$ cat src/hdl/signed_binary_to_ascii_radix_core_macros.svh
// assertion macros for the signed binary to ascii radix core
`ifndef SIGNED_BINARY_TO_ASCII_RADIX_CORE_MACROS_SVH
`define SIGNED_BINARY_TO_ASCII_RADIX_CORE_MACROS_SVH

// same-cycle implication, disabled during reset
`define SBAR_ASSERT_NOW(label, clk, rst_n, ante, cons, msg) \
    label: assert property (@(posedge clk) disable iff (!rst_n) (ante) |-> (cons)) \
        else $error(msg);

// next-cycle implication, disabled during reset
`define SBAR_ASSERT_NEXT(label, clk, rst_n, ante, cons, msg) \
    label: assert property (@(posedge clk) disable iff (!rst_n) (ante) |=> (cons)) \
        else $error(msg);

`endif

$ cat src/hdl/sbar_pkg.sv
`timescale 1ns / 1ps
// shared types, constants and the digit encoder for the radix converter
package sbar_pkg;

    localparam int VALUE_WIDTH_DEF = 32;
    localparam int RADIX_W         = 6;
    localparam int CHAR_W          = 8;

    localparam logic [RADIX_W-1:0] RADIX_MIN = 6'd2;
    localparam logic [RADIX_W-1:0] RADIX_MAX = 6'd36;

    localparam logic [CHAR_W-1:0] CHAR_ZERO  = 8'h30;
    localparam logic [CHAR_W-1:0] CHAR_SEVEN = 8'h37;
    localparam logic [CHAR_W-1:0] CHAR_MINUS = 8'h2D;
    localparam logic [RADIX_W-1:0] DEC_DIGITS = 6'd10;

    // commands from controller to datapath
    typedef struct packed {
        logic load;
        logic step;
        logic push;
        logic emit_sign;
        logic emit_digit;
    } t_cmd;

    // status from datapath to controller
    typedef struct packed {
        logic step_last;
        logic quot_zero;
        logic neg;
        logic idx_last;
        logic out_free;
    } t_stat;

    // digit value to ascii, 0-9 then A-Z
    function automatic logic [CHAR_W-1:0] digit_char(input logic [RADIX_W-1:0] d);
        logic [CHAR_W-1:0] ext;
        ext = {{(CHAR_W-RADIX_W){1'b0}}, d};
        if (d < DEC_DIGITS) begin
            return CHAR_ZERO + ext;
        end
        return CHAR_SEVEN + ext;
    endfunction

endpackage

$ cat src/hdl/sbar_datapath.sv
`timescale 1ns / 1ps
// datapath: magnitude, bit-serial divider, digit stack and output register
module sbar_datapath #(
    parameter int VALUE_WIDTH = sbar_pkg::VALUE_WIDTH_DEF
) (
    input  logic                                i_clk,
    input  logic                                i_rst_n,
    input  sbar_pkg::t_cmd                      i_cmd,
    output sbar_pkg::t_stat                     o_stat,
    input  logic signed [VALUE_WIDTH-1:0]       i_value,
    input  logic [sbar_pkg::RADIX_W-1:0]        i_radix,
    input  logic                                i_out_ready,
    output logic                                o_out_valid,
    output logic [sbar_pkg::CHAR_W-1:0]         o_character,
    output logic                                o_last
);

    localparam int BW = $clog2(VALUE_WIDTH);
    localparam int CW = $clog2(VALUE_WIDTH + 1);
    localparam int IW = $clog2(VALUE_WIDTH);
    localparam int RW = sbar_pkg::RADIX_W;

    logic [VALUE_WIDTH-1:0] r_quot;
    logic [RW-1:0]          r_rem;
    logic [RW-1:0]          r_radix;
    logic                   r_neg;
    logic [BW-1:0]          r_bit;
    logic [CW-1:0]          r_count;
    logic [RW-1:0]          r_stack [VALUE_WIDTH];
    logic                   r_o_valid;
    logic [sbar_pkg::CHAR_W-1:0] r_character;
    logic                   r_last;

    logic [VALUE_WIDTH-1:0] n_quot;
    logic [RW-1:0]          n_rem;
    logic [RW:0]            rem_shift;
    logic [RW:0]            rem_sub;
    logic                   rem_ge;
    logic [VALUE_WIDTH-1:0] in_mag;
    logic                   in_neg;
    logic [RW-1:0]          in_radix;
    logic [CW-1:0]          rd_count;
    logic [RW-1:0]          rd_digit;

    // input magnitude and clamped radix
    always_comb begin
        in_neg = i_value[VALUE_WIDTH-1];
        in_mag = in_neg ? (~i_value + 1'b1) : i_value;
        if (i_radix < sbar_pkg::RADIX_MIN) begin
            in_radix = sbar_pkg::RADIX_MIN;
        end else if (i_radix > sbar_pkg::RADIX_MAX) begin
            in_radix = sbar_pkg::RADIX_MAX;
        end else begin
            in_radix = i_radix;
        end
    end

    // one restoring division step, quotient bit shifted in at the bottom
    always_comb begin
        rem_shift = {r_rem, r_quot[VALUE_WIDTH-1]};
        rem_ge    = rem_shift >= {1'b0, r_radix};
        rem_sub   = rem_shift - {1'b0, r_radix};
        n_rem     = rem_ge ? rem_sub[RW-1:0] : rem_shift[RW-1:0];
        n_quot    = {r_quot[VALUE_WIDTH-2:0], rem_ge};
    end

    // stack read for the next digit out, most significant first
    always_comb begin
        rd_count = r_count - 1'b1;
        rd_digit = r_stack[rd_count[IW-1:0]];
    end

    // status back to the controller
    always_comb begin
        o_stat.step_last = (r_bit == BW'(VALUE_WIDTH - 1));
        o_stat.quot_zero = (n_quot == '0);
        o_stat.neg       = r_neg;
        o_stat.idx_last  = (r_count == CW'(1));
        o_stat.out_free  = !r_o_valid || i_out_ready;
    end

    // divider and digit counter
    always_ff @(posedge i_clk) begin
        if (i_cmd.load) begin
            r_quot  <= in_mag;
            r_rem   <= '0;
            r_radix <= in_radix;
            r_neg   <= in_neg;
            r_bit   <= '0;
            r_count <= '0;
        end else if (i_cmd.step) begin
            r_quot <= n_quot;
            if (i_cmd.push) begin
                r_rem   <= '0;
                r_bit   <= '0;
                r_count <= r_count + 1'b1;
            end else begin
                r_rem <= n_rem;
                r_bit <= r_bit + 1'b1;
            end
        end else if (i_cmd.emit_digit) begin
            r_count <= rd_count;
        end
    end

    // digit stack, remainders in order of production
    always_ff @(posedge i_clk) begin
        if (i_cmd.push) begin
            r_stack[r_count[IW-1:0]] <= n_rem;
        end
    end

    // output beat register
    always_ff @(posedge i_clk) begin
        if (!i_rst_n) begin
            r_o_valid <= 1'b0;
        end else if (i_cmd.emit_sign || i_cmd.emit_digit) begin
            r_o_valid <= 1'b1;
        end else if (i_out_ready) begin
            r_o_valid <= 1'b0;
        end
    end

    always_ff @(posedge i_clk) begin
        if (i_cmd.emit_sign) begin
            r_character <= sbar_pkg::CHAR_MINUS;
            r_last      <= 1'b0;
        end else if (i_cmd.emit_digit) begin
            r_character <= sbar_pkg::digit_char(rd_digit);
            r_last      <= (r_count == CW'(1));
        end
    end

    assign o_out_valid = r_o_valid;
    assign o_character = r_character;
    assign o_last      = r_last;

endmodule

$ cat src/hdl/sbar_ctrl.sv
`timescale 1ns / 1ps
// controller: sequences load, division, sign and digit beats
module sbar_ctrl (
    input  logic            i_clk,
    input  logic            i_rst_n,
    input  logic            i_in_valid,
    output logic            o_in_ready,
    input  sbar_pkg::t_stat i_stat,
    output sbar_pkg::t_cmd  o_cmd
);

    localparam logic [1:0] ST_IDLE   = 2'd0;
    localparam logic [1:0] ST_DIV    = 2'd1;
    localparam logic [1:0] ST_SIGN   = 2'd2;
    localparam logic [1:0] ST_DIGITS = 2'd3;

    logic [1:0] r_state;
    logic [1:0] n_state;

    // next state and commands
    always_comb begin
        n_state          = r_state;
        o_cmd            = '0;
        o_in_ready       = 1'b0;
        case (r_state)
            ST_IDLE: begin
                o_in_ready = 1'b1;
                if (i_in_valid) begin
                    o_cmd.load = 1'b1;
                    n_state    = ST_DIV;
                end
            end
            ST_DIV: begin
                o_cmd.step = 1'b1;
                if (i_stat.step_last) begin
                    o_cmd.push = 1'b1;
                    if (i_stat.quot_zero) begin
                        n_state = i_stat.neg ? ST_SIGN : ST_DIGITS;
                    end
                end
            end
            ST_SIGN: begin
                if (i_stat.out_free) begin
                    o_cmd.emit_sign = 1'b1;
                    n_state         = ST_DIGITS;
                end
            end
            ST_DIGITS: begin
                if (i_stat.out_free) begin
                    o_cmd.emit_digit = 1'b1;
                    if (i_stat.idx_last) begin
                        n_state = ST_IDLE;
                    end
                end
            end
            default: begin
                n_state = ST_IDLE;
            end
        endcase
    end

    // state register
    always_ff @(posedge i_clk) begin
        if (!i_rst_n) begin
            r_state <= ST_IDLE;
        end else begin
            r_state <= n_state;
        end
    end

endmodule

$ cat src/hdl/signed_binary_to_ascii_radix_core.sv
`timescale 1ns / 1ps
// top level of the signed binary to ascii radix converter
// Converts one signed VALUE_WIDTH-bit number to its text in radix 2 to 36
// (radix codes below 2 act as 2, above 36 as 36), sent one character per
// output beat, most significant first, with a leading '-' for negative values
// and o_last on the final character. The most negative value converts exactly.
// Digits come from a bit-serial restoring divider that shifts through all
// VALUE_WIDTH quotient bits for each digit; the characters then go out at
// one character per cycle while the sink accepts. One number is in work at
// a time; the input is taken again once its last character has gone into
// the output register.
module signed_binary_to_ascii_radix_core #(
    parameter int VALUE_WIDTH = sbar_pkg::VALUE_WIDTH_DEF
) (
    input  logic                              i_clk,
    input  logic                              i_rst_n,
    input  logic                              i_valid,
    output logic                              o_ready,
    input  logic signed [VALUE_WIDTH-1:0]     i_value,
    input  logic [sbar_pkg::RADIX_W-1:0]      i_radix,
    output logic                              o_valid,
    input  logic                              i_ready,
    output logic [sbar_pkg::CHAR_W-1:0]       o_character,
    output logic                              o_last
);

`include "signed_binary_to_ascii_radix_core_macros.svh"

    sbar_pkg::t_cmd  w_cmd;
    sbar_pkg::t_stat w_stat;

    // controller
    sbar_ctrl u_ctrl (
        .i_clk      (i_clk),
        .i_rst_n    (i_rst_n),
        .i_in_valid (i_valid),
        .o_in_ready (o_ready),
        .i_stat     (w_stat),
        .o_cmd      (w_cmd)
    );

    // datapath
    sbar_datapath #(
        .VALUE_WIDTH (VALUE_WIDTH)
    ) u_datapath (
        .i_clk       (i_clk),
        .i_rst_n     (i_rst_n),
        .i_cmd       (w_cmd),
        .o_stat      (w_stat),
        .i_value     (i_value),
        .i_radix     (i_radix),
        .i_out_ready (i_ready),
        .o_out_valid (o_valid),
        .o_character (o_character),
        .o_last      (o_last)
    );

    // checks on sequencing
    `SBAR_ASSERT_NOW(a_load_excl, i_clk, i_rst_n, w_cmd.load, !w_cmd.step && !w_cmd.emit_sign && !w_cmd.emit_digit, "load while busy")
    `SBAR_ASSERT_NEXT(a_sign_beat, i_clk, i_rst_n, w_cmd.emit_sign, o_valid && (o_character == sbar_pkg::CHAR_MINUS) && !o_last, "bad sign beat")
    `SBAR_ASSERT_NEXT(a_last_beat, i_clk, i_rst_n, w_cmd.emit_digit && w_stat.idx_last, o_valid && o_last && o_ready, "final digit not flagged")

endmodule

$ cat config.mk
export PLATFORM = sky130hd
export DESIGN_NAME = signed_binary_to_ascii_radix_core
export DESIGN_NICKNAME = d
export VERILOG_FILES = /design/src/hdl/sbar_pkg.sv /design/src/hdl/sbar_datapath.sv /design/src/hdl/sbar_ctrl.sv /design/src/hdl/signed_binary_to_ascii_radix_core.sv
export VERILOG_INCLUDE_DIRS = /design/src /design/src/hdl
export SDC_FILE = /design/constraint.sdc
export NUM_CORES = 1
export LEC_CHECK = 0
export BUFFER_PORTS_ARGS = -buffer_cell sky130_fd_sc_hd__clkbuf_2
export CAP_MARGIN = 40
export CORE_ASPECT_RATIO = 0.75
export CORE_MARGIN = 3
export CORE_UTILIZATION = 50
export DETAILED_ROUTE_END_ITERATION = 6
export GPL_TIMING_DRIVEN = 0
export PLACE_DENSITY = 0.66
export REMOVE_ABC_BUFFERS = 1
export SYNTH_ARGS = -nofsm -noshare
export SYNTH_HDL_FRONTEND = slang
export SYNTH_SLANG_ARGS = --single-unit
$ cat constraint.sdc
create_clock -name i_clk -period 4.5 [get_ports i_clk]
set_input_delay 0.9 -clock i_clk [delete_from_list [all_inputs] [get_ports i_clk]]
set_output_delay 0.9 -clock i_clk [all_outputs]
set_load 0.01 [all_outputs]
* Word level (Yosys, flattened, before mapping) *
Memories as Yosys holds them, arrays and structs flattened.
Cells that the tools add are included.
W data, S select, Z words.

cells by class
  add/subtract/negate cells = 7
  $lt $le $gt $ge = 4
  equal/unequal tests = 12
  multiplexer cells = 35
  bitwise logic cells = 1
  reductions and logical operators = 11

operator list
  kind                     count
  $mux W32                 3
  $mux W6                  6
  $add A32 B1 Y32 const B  1
  $logic_not A32 Y1        1
  $not A32 Y32             1
  $mux W8                  2
  $mux W1                  15
  $add A6 B6 Y7 const A    2
  $mux W2                  7
  $ne A2 B1 Y1 const B     5
  $pmux W2 S4              1
  $ge A7 B6 Y1             1
  $add A6 B1 Y6 const B    1
  $eq A6 B1 Y1 const B     1
  $gt A6 B6 Y1 const B     1
  $lt A6 B2 Y1 const B     1
  $lt A6 B4 Y1 const B     1
  $reduce_and A6 Y1        1
  $reduce_bool A2 Y1       3
  $sub A6 B1 Y6 const B    1
  $sub A6 B6 Y6            1
  $add A5 B1 Y5 const B    1
  $eq A5 B5 Y1 const B     1
  $mux W5                  1
  other kinds (8)          11

storage, ports and cells
  flip-flop bits (word level) = 68
  memory bits (writable) = 192
  input bits = 42
  output and inout bits = 11
  logic and storage cells = 82
  memories = 1

memory list
  name                depth  width  rd ports  clocked after memory_dff  wr ports  RTL line             source
  u_datapath.r_stack  32     6      1         0                         1         sbar_datapath.sv:29  logic [RW-1:0] r_stack [VALUE_WIDTH];

* Depth between registers and ports, before layout *
  word-level depth = 7
  mapped depth = 18
  depth with buffers taken out = 13

* By module *
Synthesis repeated with hierarchy kept, for this count alone.

second synthesis, totals
  cell total of the unflattened synthesis = 859
  area, all modules = 11895.2 um^2

modules (own cells, without submodules)
  module         instances  cells each  area an instance (um^2)  sequential area each (um^2)
  sbar_datapath  1          829         11667.4                  7457.2
  sbar_ctrl      1          30          227.7                    40.0

* Worst setup path before layout *
No wires, ideal clock.

  kind = register to register
  from = reg u_datapath.r_count[0]
  to = reg u_datapath.r_character, in the netlist u_datapath.o_character[5]
  library setup time = 0.122 ns
  data arrival time = 3.371 ns
  data required time = 4.378 ns
  path slack = 1.007 ns
  stages on the path, launching flop included = 17
  buffers on the path = 6
  period minus slack after synthesis = 3.493 ns
  cells stage by stage = dfxtp_1 > buf_6 > inv_2 > ha_1 > buf_6 > buf_6 > buf_6 > buf_6 > mux4_2 > nand2_1 > a21oi_1 > a2111oi_2 > ha_1 > clkbuf_1 > and2_1 > a21oi_1 > a221o_1

between the ends
  longest elaborated chain between the ends = 7
  elaborated cells on any way between the ends = 10
  those cells by class = add/sub (3); order compare (1); mux (5); memory (1)

RTL lines
  element                   RTL line              source
  start: declaration        sbar_datapath.sv:28   logic [CW-1:0] r_count;
  start signal: assignment  sbar_datapath.sv:96   r_count <= r_count + 1'b1;
  start signal: assignment  sbar_datapath.sv:102  r_count <= rd_count;
  $sub A6 B1 Y6 *           sbar_datapath.sv:69   rd_count = r_count - 1'b1;
  $mem_v2 Z32 W6 *          n/a
  $lt A6 B4 Y1              sbar_pkg.sv:39        if (d < DEC_DIGITS) begin
  $mux W1                   sbar_pkg.sv:39
  $mux W1                   sbar_datapath.sv:128  end else if (i_cmd.emit_digit) begin
  $mux W1                   sbar_datapath.sv:125  if (i_cmd.emit_sign) begin
  $mux W8 *                 sbar_pkg.sv:42        return CHAR_SEVEN + ext;
  end signal: assignment    sbar_datapath.sv:126  r_character <= sbar_pkg::CHAR_MINUS;
  end signal: assignment    sbar_datapath.sv:129  r_character <= sbar_pkg::digit_char(rd_digit);
  end: declaration          sbar_datapath.sv:31   logic [sbar_pkg::CHAR_W-1:0] r_character;

Mark *: on every way between the ends. The rest lies on a longest branch, timed or not. The select of a mux whose other input is x is not followed.
A chain may end at the register's enable or synchronous reset.

* Final worst setup path *
Ends and elaborated chain as after synthesis.

==> results.toml <==
[sta]
max_slew_margin_pct = 38.8
finalHoldViolCount = 0
setup_tns_ns = 0
slew_violations = 0
fin_crit_sh_pct = 94.7
skew_ns = 0.0134
timing.final.ws_setup_ns = 0.238
worst_hold_slack_ns = 0.485
tightest_slew_ns = 0.917
period_needed_ns = 4.26
rsz0062_at_grt = "false"
fmax_mhz = 235
setup_viol = 0

[worst_setup_path]
arrival_ns = 4.67
slowest_stage = "a2111oi_2"
critPathMaxStageDelay_ns = 0.79
path_class = "flop to flop"
cp-start-kind = "flop"
required_ns = 4.90
end_kind = "flop"
critical_path_cell_count = 12
critPathLaunch = "u_datapath.r_count[0]"
path_delay_family = "compound AO/OA/AOI/OAI gates"
worstPathCellList = "inv_2 -> ha_4 -> buf_12 -> mux4_2 -> nand2_1 -> a21oi_1 -> a2111oi_2 -> ha_1 -> o211ai_2 -> a2bb2oi_2 -> o211ai_1 -> a221o_1"
r2r-start = "u_datapath.r_count[0]"
worstPathMaxFanout = 34
cp_num_buf_inv = 2
reg2reg_depth = 12

[hold_path]
worstHoldPathType = "flop to flop"
min_path_cells = 1
holdCritStartpoint = "u_datapath.r_bit[4]"

[final_layout]
n_fill_cell = 1827
final_common_cell = "edfxtp_1"
final_cells = 1221
stdcell_area_um2 = 13300
utilization_pct = 57.1
syn2layout_area_growth_pct = 11.0
multi_input_area_um2 = 4110
layout_common_cells = "231 x edfxtp_1, 86 x nor2_1, 85 x nand2_1"
final-seq-area_um2 = 7500
final_nets = 968
diodes = 0
drive_above_1_share_pct = 17.2

[detailed_routing]
drc = 0
wl_per_cell_um = 21.4
vias = 7224
vias_per_cell = 5.92
drt_pass1_iterations = 5
wl_mm = 26.1
drt_iter0_drc = 850
drtAntennaViolNets = 0

[clock_network]
postCtsSetupRepairBufs = 0
hold_buffers = 0
cts_made_buffers = 25
cts_tree = "done"
clockRootBuffer = "clkbuf_16"
clk_pin_slew_ns = 0.06
clk_latency_ns = 0.52
cts_sinks = 259
cts_resized = 0
cts_buffer_depth = 3
htreeDepth = 1

[global_routing]
track_usage_pct = 20.5
grt_overflow_total = 0
antenna_found_initial = 0
grt_pass1_wl_mm = 40.6
grt_start_max_net_pins = 62
grt_pass1_vias = 6998

[logic_synthesis]
syn_area_per_cell_um2 = 14.0
yosysSeqAreaShare_pct = 62.8
ys_warn_count = 0
synth_edf_count = 231
synth-main-ff-cell = "edfxtp_1"
synth_area_um2 = 11900
syn_inst = 855
ys_types = 75
ys_seq_elements = 259
async_flop_share_pct = 0

[floorplan]
ioPinCount = 53
die_w_um = 184
start_util_pct = 51.4
die_area_um2 = 25800
rows = 48
core-area_um2 = 23200
die_h_um = 140

[pwr]
power_mw = 10.5
p_leak_nw = 4.55
vdd_drop_max_v = 0.000493
powerDensity_nw_per_um2 = 790

[placement]
io_buffers = 51
dpl-instance-area_um2 = 12500
dp.cells = 1177
place.gp.congestion = 0.825
place_ws_ns = 0.242
hpwl_mm = 17.9

[flow_run]
maxCapViolations = 0

[run_status]
outcome = "finished, final reports clean"
-- cell usage after synthesis (13+ instances only) --
library cell / count / area [um^2]
dfxtp_1: 28 / 561
nor2_1: 86 / 323
nand2_1: 86 / 323
mux4_2: 40 / 901
a21oi_1: 22 / 110
clkbuf_1: 14 / 52.6
o21ai_0: 58 / 290
xor2_1: 32 / 280
mux2i_1: 22 / 220
edfxtp_1: 231 / 6940
buf_6: 13 / 146
ha_1: 21 / 263
inv_1: 25 / 93.8
-- power by group --
group          total, mW  switching [mW]  internal, mW  leakage (nW)
sequential          3.81           0.211          3.59          2.38
combinational       4.70            3.00          1.70          1.81
clock               1.96           0.855          1.11         0.363
total               10.5            4.07          6.40          4.55
-- logic make-up (layout without fill, tap and decap cells) --
logic type,after synthesis,after routing,share of synthesized area (%)
adders and majority gates,23,23,2.45
other,1,1,0.0314
AOI/OAI and AO/OA,152,152,8.52
muxes,70,70,10.6
DFF,259,259,62.8
xor gates and xnor gates,40,40,3.06
and+or+nand+nor,246,246,9.45
buffers and inverters,64,130,3.08
-- worst paths after layout --
| check | slack, ns | endpoint |
|---|---|---|
| hold reg to reg | 0.49 | u_datapath.r_bit[4] |
| setup reg to reg | 0.24 | u_datapath.o_character[5] |
| setup / recovery | 0.24 | u_datapath.o_character[5] |
| hold / removal | 0.49 | u_datapath.r_bit[4] |
-- worst register-to-register path, stage by stage, from the launching register on --
cell and delay, ns:
dfxtp_4 0.53, inv_2 0.22, ha_4 0.59, buf_12 0.29, mux4_2 0.34, nand2_1 0.14
a21oi_1 0.11, a2111oi_2 0.79, ha_1 0.38, o211ai_2 0.14, a2bb2oi_2 0.16, o211ai_1 0.10
a221o_1 0.35
-- final cells by class --
| class | count | area share (%) |
|---|---|---|
| clock inverter | 6 | 0.274 |
| timing repair buffer | 59 | 3.16 |
| tap | 300 | 2.83 |
| sequential | 259 | 56.6 |
| multi-input combinational | 532 | 31.0 |
| inverter | 27 | 0.764 |
| clock buffer | 38 | 5.46 |
-- sequential cells by signal (all words and copies together) (netlist names) --
register / flops
u_datapath.r_radix: 6
u_ctrl.r_state: 2
u_datapath.r_count: 6
u_datapath.o_character: 7
u_datapath.r_stack: 192
u_datapath.r_rem: 6
u_datapath.o_out_valid: 1
u_datapath.o_last: 1
u_datapath.r_quot: 32
u_datapath.r_neg: 1
u_datapath.r_bit: 5
-- per-layer routing --
| metal | vias to the layer above | global-route usage, % | share of wire (%) |
|---|---|---|---|
| met5 | - | 0 | 0 |
| li1 | 3366 | - | - |
| met3 | 38 | 3.24 | 6.3 |
| met2 | 209 | 28.2 | 42 |
| met4 | 0 | 3.94 | 1.6 |
| met1 | 3611 | 34.4 | 51 |
Note: power is estimated with default switching activity, not from simulation.
